**src/tsp_pkg.sv**
```systemverilog
package tsp_pkg;

   // Width of an open or closed field: values never exceed 2147483647.
   localparam int unsigned FIELD_W = 31;
   localparam int unsigned TOTAL_W = 53;
   localparam int unsigned MS_W    = FIELD_W + 4;

   localparam logic [FIELD_W-1:0] FIELD_MAX = 31'h7FFF_FFFF;

   localparam logic [21:0] MS_PER_HOUR   = 22'd3600000;
   localparam logic [15:0] MS_PER_MINUTE = 16'd60000;
   localparam logic [9:0]  MS_PER_SECOND = 10'd1000;

   localparam logic [7:0] CHAR_ZERO  = 8'h30;
   localparam logic [7:0] CHAR_NINE  = 8'h39;
   localparam logic [7:0] CHAR_DOT   = 8'h2E;
   localparam logic [7:0] CHAR_COLON = 8'h3A;

   localparam logic [1:0] DIGITS_TWO = 2'd2;
   localparam logic [1:0] DIGITS_SAT = 2'd3;

   // One character of the timestamp string.
   typedef struct packed {
      logic [7:0] char_code;
      logic       has_char;
      logic       last;
   } req_type;

   // Parse result for one complete string.
   typedef struct packed {
      logic               ok;
      logic [TOTAL_W-1:0] total_ms;
   } rsp_type;

endpackage

```
**src/timestamp_text_parser.sv**
```systemverilog
// Timestamp text parser.
// The req_ channel carries one character of an "h:m:s.ms" string per
// transaction; has_char = 0 marks a transaction without a character, and
// last = 1 closes the string. Each closing transaction produces exactly one
// rsp_ transaction with an ok flag and the total in milliseconds (zero when
// the string fails). Other transactions produce nothing.
// Throughput is one req_ transaction per cycle while req_stall is low. Digits
// are folded into the open field in the cycle of acceptance; the result then
// passes through a field snapshot stage, a constant-multiply stage and a
// summing stage. The closing transaction loads the snapshot, then the product
// stage and the result register, from which the response is valid.
// Synchronous reset clears the parser state and empties the pipeline.
// When the receiver holds rsp_stall, the result register keeps its value and
// the stages behind it fill; once the snapshot stage is full and cannot move
// on, req_stall rises and every req_ transaction waits until it drains.
module timestamp_text_parser (
   input  logic             clock,
   input  logic             reset,
   input  logic             req_valid,
   output logic             req_stall,
   input  tsp_pkg::req_type req_data,
   output logic             rsp_valid,
   input  logic             rsp_stall,
   output tsp_pkg::rsp_type rsp_data
);

   localparam int unsigned FW = tsp_pkg::FIELD_W;
   localparam int unsigned TW = tsp_pkg::TOTAL_W;
   localparam int unsigned MW = tsp_pkg::MS_W;

   // Parser state.
   logic [FW-1:0] field_ff, field_in;
   logic          overflow_ff, overflow_in;
   logic [1:0]    digits_ff, digits_in;
   logic [FW-1:0] secs_ff, secs_in;
   logic [FW-1:0] mins_ff, mins_in;
   logic [FW-1:0] hours_ff, hours_in;
   logic          sep_seen_ff, sep_seen_in;
   logic          seen_ff, seen_in;
   logic          bad_ff, bad_in;

   // Snapshot stage.
   logic          a_valid_ff;
   logic          a_ok_ff;
   logic [FW-1:0] a_hours_ff, a_mins_ff, a_secs_ff, a_ms_ff;
   logic          a_two_ff;

   // Product stage.
   logic          b_valid_ff;
   logic          b_ok_ff;
   logic [TW-1:0] b_hours_ff, b_mins_ff, b_secs_ff;
   logic [MW-1:0] b_ms_ff;

   // Result register.
   logic             rsp_valid_ff;
   tsp_pkg::rsp_type rsp_data_ff;

   logic c_ready, b_ready, a_ready, accept, close_str;
   logic is_digit, is_sep;
   logic [3:0]    digit_val;
   logic [FW+3:0] acc;
   logic [FW-1:0] closed_val;
   logic [FW-1:0] fin_ms;
   logic          fin_ok;
   logic [MW-1:0] ms_scaled;

   // Pipeline flow control.
   assign c_ready   = !rsp_valid_ff || !rsp_stall;
   assign b_ready   = !b_valid_ff || c_ready;
   assign a_ready   = !a_valid_ff || b_ready;
   assign req_stall = !a_ready;
   assign accept    = req_valid && a_ready;
   assign close_str = accept && req_data.last;

   // Character classification and the decimal accumulate.
   assign is_digit  = (req_data.char_code >= tsp_pkg::CHAR_ZERO)
                   && (req_data.char_code <= tsp_pkg::CHAR_NINE);
   assign is_sep    = (req_data.char_code == tsp_pkg::CHAR_DOT)
                   || (req_data.char_code == tsp_pkg::CHAR_COLON);
   assign digit_val = req_data.char_code[3:0];
   assign acc       = {1'b0, field_ff, 3'b000} + {3'b000, field_ff, 1'b0}
                   + {(FW)'(0), digit_val};
   assign closed_val = overflow_ff ? '0 : field_ff;

   // Next parser state after the current character, before any clearing.
   always_comb begin
      field_in    = field_ff;
      overflow_in = overflow_ff;
      digits_in   = digits_ff;
      secs_in     = secs_ff;
      mins_in     = mins_ff;
      hours_in    = hours_ff;
      sep_seen_in = sep_seen_ff;
      seen_in     = seen_ff;
      bad_in      = bad_ff;
      if (req_data.has_char) begin
         seen_in = 1'b1;
         if (is_digit) begin
            if (overflow_ff || (acc > {4'b0000, tsp_pkg::FIELD_MAX})) begin
               overflow_in = 1'b1;
               field_in    = '0;
            end else begin
               field_in = acc[FW-1:0];
            end
            if (digits_ff != tsp_pkg::DIGITS_SAT) begin
               digits_in = digits_ff + 2'd1;
            end
         end else if (is_sep) begin
            hours_in    = mins_ff;
            mins_in     = secs_ff;
            secs_in     = closed_val;
            field_in    = '0;
            overflow_in = 1'b0;
            digits_in   = '0;
            sep_seen_in = 1'b1;
         end else begin
            bad_in = 1'b1;
         end
      end
   end

   assign fin_ok = seen_in && !bad_in && sep_seen_in;
   assign fin_ms = overflow_in ? '0 : field_in;

   // State update; a closing transaction clears everything for the next string.
   always_ff @(posedge clock) begin
      if (reset || close_str) begin
         field_ff    <= '0;
         overflow_ff <= 1'b0;
         digits_ff   <= '0;
         secs_ff     <= '0;
         mins_ff     <= '0;
         hours_ff    <= '0;
         sep_seen_ff <= 1'b0;
         seen_ff     <= 1'b0;
         bad_ff      <= 1'b0;
      end else if (accept) begin
         field_ff    <= field_in;
         overflow_ff <= overflow_in;
         digits_ff   <= digits_in;
         secs_ff     <= secs_in;
         mins_ff     <= mins_in;
         hours_ff    <= hours_in;
         sep_seen_ff <= sep_seen_in;
         seen_ff     <= seen_in;
         bad_ff      <= bad_in;
      end
   end

   // Snapshot stage: the final fields, zeroed when the string failed.
   always_ff @(posedge clock) begin
      if (reset) begin
         a_valid_ff <= 1'b0;
      end else if (a_ready) begin
         a_valid_ff <= close_str;
      end
   end

   always_ff @(posedge clock) begin
      if (a_ready && close_str) begin
         a_ok_ff    <= fin_ok;
         a_hours_ff <= fin_ok ? hours_in : '0;
         a_mins_ff  <= fin_ok ? mins_in : '0;
         a_secs_ff  <= fin_ok ? secs_in : '0;
         a_ms_ff    <= fin_ok ? fin_ms : '0;
         a_two_ff   <= (digits_in == tsp_pkg::DIGITS_TWO);
      end
   end

   // Product stage: constant multiplies, and the two-digit fraction scaled by ten.
   assign ms_scaled = a_two_ff ? ({1'b0, a_ms_ff, 3'b000} + {3'b000, a_ms_ff, 1'b0})
                               : {4'b0000, a_ms_ff};

   always_ff @(posedge clock) begin
      if (reset) begin
         b_valid_ff <= 1'b0;
      end else if (b_ready) begin
         b_valid_ff <= a_valid_ff;
      end
   end

   always_ff @(posedge clock) begin
      if (b_ready && a_valid_ff) begin
         b_ok_ff    <= a_ok_ff;
         b_hours_ff <= TW'(a_hours_ff) * TW'(tsp_pkg::MS_PER_HOUR);
         b_mins_ff  <= TW'(a_mins_ff) * TW'(tsp_pkg::MS_PER_MINUTE);
         b_secs_ff  <= TW'(a_secs_ff) * TW'(tsp_pkg::MS_PER_SECOND);
         b_ms_ff    <= ms_scaled;
      end
   end

   // Result register: the millisecond sum.
   always_ff @(posedge clock) begin
      if (reset) begin
         rsp_valid_ff <= 1'b0;
      end else if (c_ready) begin
         rsp_valid_ff <= b_valid_ff;
      end
   end

   always_ff @(posedge clock) begin
      if (c_ready && b_valid_ff) begin
         rsp_data_ff.ok       <= b_ok_ff;
         rsp_data_ff.total_ms <= b_hours_ff + b_mins_ff + b_secs_ff + TW'(b_ms_ff);
      end
   end

   assign rsp_valid = rsp_valid_ff;
   assign rsp_data  = rsp_data_ff;

endmodule
```
**config.mk**
```make
export PLATFORM = sky130hd
export DESIGN_NAME = timestamp_text_parser
export DESIGN_NICKNAME = d
export VERILOG_FILES = /design/src/tsp_pkg.sv /design/src/timestamp_text_parser.sv
export SDC_FILE = /design/constraint.sdc
export NUM_CORES = 2
export LEC_CHECK = 0
export BUFFER_PORTS_ARGS = -buffer_cell sky130_fd_sc_hd__buf_4
export CAP_MARGIN = 15
export CORE_UTILIZATION = 29
export CTS_CLUSTER_SIZE = 8
export DETAILED_ROUTE_END_ITERATION = 8
export PLACE_DENSITY_LB_ADDON = 0.1
export SLEW_MARGIN = 20
export SYNTH_ARGS = -nofsm -noshare
export SYNTH_HDL_FRONTEND = slang
export SYNTH_SLANG_ARGS = --single-unit
```
**constraint.sdc**
```tcl
create_clock -name clock -period 21 [get_ports clock]
set_input_delay 4.2 -clock clock [delete_from_list [all_inputs] [get_ports clock]]
set_output_delay 4.2 -clock clock [all_outputs]
set_load 0.01 [all_outputs]
```
Word level (Yosys, flattened, before mapping). Cells that the tools add are included.

$add $sub $neg: 7. Multipliers: 3. Div/mod/pow operators: 0. $lt $le $gt $ge: 3. Equality and inequality tests: 4. Shift operators: 0. Muxes and demuxes: 30. Bitwise logic cells: 1. Reduce and logical (&&, ||, !) cells: 21.

Operator list (count): 31-bit two-way mux (15); 34-bit by 32-bit adder with 35-bit output (2); 53-bit by 35-bit adder with 53-bit output (1); 53-bit by 41-bit adder with 53-bit output (1); 53-bit by 47-bit adder with 53-bit output (1); 31-bit by 15-bit multiplier with 46-bit output, second input constant (1); 31-bit by 11-bit multiplier with 42-bit output, second input constant (1); 31-bit by 7-bit multiplier with 38-bit output, second input constant (1); 35-bit by 4-bit adder with 35-bit output (1); 35-bit by 31-bit greater-than comparator with 1-bit output, second input constant (1); 8-bit by 6-bit equality test with 1-bit output, second input constant (2); 1-bit two-way mux (11); 8-bit by 6-bit greater-or-equal comparator with 1-bit output, second input constant (1); 8-bit by 6-bit <= comparator with 1-bit output, second input constant (1); 1-bit logical AND (8); 2-bit two-way mux (4); 1-bit logical NOT (6); 1-bit logical OR (6); 2-bit by 1-bit adder with 2-bit output, second input constant (1); 2-bit equality test, second input constant (1); 2-bit inequality test, second input constant (1); 2-bit OR reduction (1); 1-bit inverter (1).

Register bits after elaboration: 475. Bits in latches: 0. Bits in writable memories: 0. ROM bits: 0. Input bits: 14. Output and inout bits: 56. Logic and storage cells: 95. Memories kept: 0.

Depth between registers and ports, before layout.
Depth in word-level cells: 10. Mapped depth: 23. Mapped depth without buffers: 23.

Least setup slack after synthesis. No wires, ideal clock.

Kind: input to register. Start point: input rsp_stall. End point: register b_hours_ff[10] (enable). Data arrival time: 11.570 ns. Required time: 20.294 ns. Path slack: 8.724 ns. Stages: 2. Buffers on the path: 0. Cells stage by stage: and3_1 > nor2b_1.

Word-level cells in the longest chain between the ends: 4.

Ends and longest elaborated chain: from (decl) (RTL line timestamp_text_parser.sv:23) `input logic rsp_stall,`; 1-bit logical NOT (RTL line timestamp_text_parser.sv:68) `assign c_ready = !rsp_valid_ff || !rsp_stall;`; 1-bit logical OR (RTL line timestamp_text_parser.sv:68); 1-bit logical OR (RTL line timestamp_text_parser.sv:69) `assign b_ready = !b_valid_ff || c_ready;`; 1-bit logical AND (RTL line timestamp_text_parser.sv:183) `if (b_ready && a_valid_ff) begin`; to (signal assigned) (RTL line timestamp_text_parser.sv:185) `b_hours_ff <= TW'(a_hours_ff) * TW'(tsp_pkg::MS_PER_HOUR);`; to (decl) (RTL line timestamp_text_parser.sv:51) `logic [TW-1:0] b_hours_ff, b_mins_ff, b_secs_ff;`.

Every way passes these cells. A chain may end at the register's enable or synchronous reset.

Worst setup path in the final report.
Start point: input rsp_stall. End point: output req_stall.

Word-level cells in the longest chain between the ends: 5.

Ends and longest elaborated chain: 1-bit logical NOT (RTL line timestamp_text_parser.sv:68); 1-bit logical OR (RTL line timestamp_text_parser.sv:68); 1-bit logical OR (RTL line timestamp_text_parser.sv:69); 1-bit logical OR (RTL line timestamp_text_parser.sv:70) `assign a_ready = !a_valid_ff || b_ready;`; 1-bit logical NOT (RTL line timestamp_text_parser.sv:71) `assign req_stall = !a_ready;`; to (decl) (RTL line timestamp_text_parser.sv:20) `output logic req_stall,`.

Every way passes these cells.

==> flow_summary.json <==
{
  "cp_top_family": "simple AND/OR/NAND/NOR gates",
  "rrSetupSlack_ps": 13830,
  "cts_tree": "yes",
  "yosysWarnings": 0,
  "setup_viol": 0,
  "syn_nets": 5466,
  "wl_um": 125000,
  "die_w_um": 398,
  "yosysTopAreaCell": "fa_1",
  "synth_mux_area_share_pct": 0.559,
  "fin_cells": 6522,
  "arrival_ps": 5020,
  "fin_crit_sh_pct": 43.9,
  "synth_fa_ha_area_share_pct": 38.9,
  "clkSinkCount": 475,
  "gr-usage-all-layers_pct": 16.2,
  "cts.path.max_buffers": 3,
  "async_reset_ff_share_pct": 0,
  "hold_class": "register to register",
  "clkTransAtPathRegs_ps": 50,
  "dpl.hpwl_um": 100000,
  "grt_overflow": 0,
  "fin_skew_ps": 29.5,
  "cap_violations": 0,
  "fill_cells": 15800,
  "critical_path.max_fanout": 4,
  "first_pass_iters": 5,
  "start_util_pct": 29.3,
  "hold_buffers": 0,
  "crit_path_top_delay_cell": "and3_1",
  "cp_cell_sequence": "buf_4 -> and3_1 -> nand2_1 -> inv_1 -> buf_4",
  "synth_most_common_cell": "inv_1",
  "rsz0062_at_grt": "no",
  "synth_area_leaders": "fa_1, edfxtp_1, ha_1, dfxtp_1, inv_1",
  "synth-main-ff-cell": "edfxtp_1",
  "critPathBufInv": 3,
  "yosys.area.top_type_share_pct": 24.0,
  "clock-root-buffer": "clkbuf_16",
  "worstReg2RegStart": "a_mins_ff[0]$_SDFFCE_PN0P_",
  "synth-edff-count": 342,
  "multiInputGateArea_um2": 29500,
  "core_um2": 155000,
  "clock_latency_ps": 660,
  "cts_setup_buffers": 0,
  "htree_levels": 3,
  "via_count": 30400,
  "dp.cells": 6398,
  "synth_commonest_cells": "inv_1, fa_1, ha_1",
  "vias_per_cell": 4.66,
  "required_ps": 16800,
  "netlist_area_um2": 45400,
  "tns_ps": 0,
  "worst_pin_slew_ps": 1130,
  "drt-wirelength-per-cell_um": 19.2,
  "place_area_um2": 48300,
  "r2r_end": "b_mins_ff[44]$_DFFE_PP_",
  "drt_iter0_markers": 1382,
  "finalCriticalPeriod_ps": 9220,
  "critPathKind": "input pin to output pin",
  "endpoint_kind": "output pin",
  "max_stage_delay_ps": 230,
  "drv_slew": 0,
  "max_freq_mhz": 108,
  "syn_to_final_growth_pct": 11.1,
  "fin_ws_ps": 11780,
  "finalHoldViolations": 0,
  "cts_resized": 0,
  "synth-compound-area-share_pct": 12.6,
  "seq_area_frac_synth_pct": 28.5,
  "ios": 70,
  "grt_pass1_wl_um": 197000,
  "drtAntennaViolNets": 0,
  "die_y_um": 398,
  "hold_start": "b_ms_ff[1]$_DFFE_PP_",
  "stdcell_area_um2": 50500,
  "pre_cts_slack_ps": 11630,
  "regArea_um2": 12900,
  "ys_seq_elements": 475,
  "layout-drive-gt1-share_pct": 5.05,
  "hold_end": "rsp_data[1]$_DFFE_PP_",
  "relSlewSlack_pct": 24.4,
  "grt_max_degree": 90,
  "yosys.area_share.xor_xnor_pct": 4.17,
  "cts_inserted_buffers": 73,
  "synthCells": 4368,
  "hold_depth": 0,
  "antenna_found_initial": 16,
  "synth.avg_cell_area_um2": 10.4,
  "grt_pass1_vias": 32400,
  "rr_worst_depth": 20,
  "start_kind": "input pin",
  "numPortBuffers": 69,
  "status": "complete, no violations",
  "synth_top_family_by_area": "adder cells",
  "place_congestion": 0.831,
  "rows": 144,
  "synth.distinct_cells": 75,
  "drc_errors": 0,
  "die_area_um2": 158000,
  "crit_top_cell": "buf_4",
  "fin_nets": 5527,
  "synth-simple-area-share_pct": 8.60
}
[worst max-delay path by stage]
stage                           start                        end  slack, ps  depth (start not counted)
after floorplan             rsp_stall   b_hours_ff[10]$_DFFE_PP_       8720                          2
after CTS                   rsp_stall                  req_stall      11700                          5
final                       rsp_stall                  req_stall      11780                          5
after global routing        rsp_stall                  req_stall      11700                          5
after detailed placement  req_data[5]  field_ff[20]$_SDFFE_PP0P_      11630                         16
after global placement    req_data[5]  field_ff[29]$_SDFFE_PP0P_      11640                         16
[sequential cells by signal (all words and copies together) (netlist names), 35 cells and up]
signal	count
b_mins_ff	42
b_secs_ff	38
rsp_data	54
b_ms_ff	35
b_hours_ff	46
[per-layer routing]
metal  track usage [%]  share of wire [%]
met2              25.6                 45
met3              1.57                2.5
met4              3.92                2.0
met1              23.8                 51
met5                 0                  0
[cell type report]
cell class                 instances  area share, %
timing repair buffer              92           1.37
clock inverter                    14          0.335
inverter                         707           5.27
clock buffer                     107           3.91
antenna                            3         0.0149
tap                             2044           5.07
sequential                       475           25.6
multi-input combinational       3080           58.4
[logic make-up after synthesis]
logic type	count (synthesis)
adders and majority gates	1084
muxes	23
xor gates and xnor gates	216
buffers and inverters	813
DFF	475
and+or+nand+nor	854
AOI/OAI and AO/OA	903
[through the flow]
| step | hold WS (ps) | utilization (%) |
|---|---|---|
| after detailed placement | 414 | 31.2 |
| after floorplan | 400 | - |
| after CTS | 407 | 32.6 |
| after global placement | 416 | 31.2 |
| after global routing | 435 | 32.6 |
| final | 415 | 32.6 |
[cells in the final DEF (no fill, tap or decap), types with 6 or more instances in the layout]
| cell | instances |
|---|---|
| inv_1 | 706 |
| fa_1 | 545 |
| ha_1 | 539 |
| a21oi_1 | 358 |
| nand2_1 | 355 |
| edfxtp_1 | 342 |
| nor2_1 | 216 |
| xnor2_1 | 147 |
| dfxtp_1 | 133 |
| o21ai_0 | 123 |
| a21o_1 | 102 |
| buf_4 | 92 |
| clkbuf_16 | 73 |
| xor2_1 | 69 |
| a22oi_1 | 67 |
| nand3_1 | 51 |
| a22o_1 | 34 |
| o21bai_1 | 33 |
| nor3_1 | 33 |
| nand2b_1 | 33 |
| nor3b_1 | 32 |
| clkbuf_1 | 32 |
| o21a_1 | 30 |
| nor2b_1 | 28 |
| and3_1 | 25 |
| a211oi_1 | 25 |
| a31oi_1 | 21 |
| mux2_2 | 19 |
| and2_1 | 18 |
| nand4_1 | 16 |
| o211ai_1 | 15 |
| o31ai_1 | 10 |
| and4_1 | 8 |
| o41ai_1 | 8 |
| a311oi_1 | 8 |
| a31o_2 | 7 |
| nor4_1 | 6 |
| a221oi_1 | 6 |
Power is not shown: default switching activity piles up to over one toggle a cycle in this logic, so the estimate is an artifact.
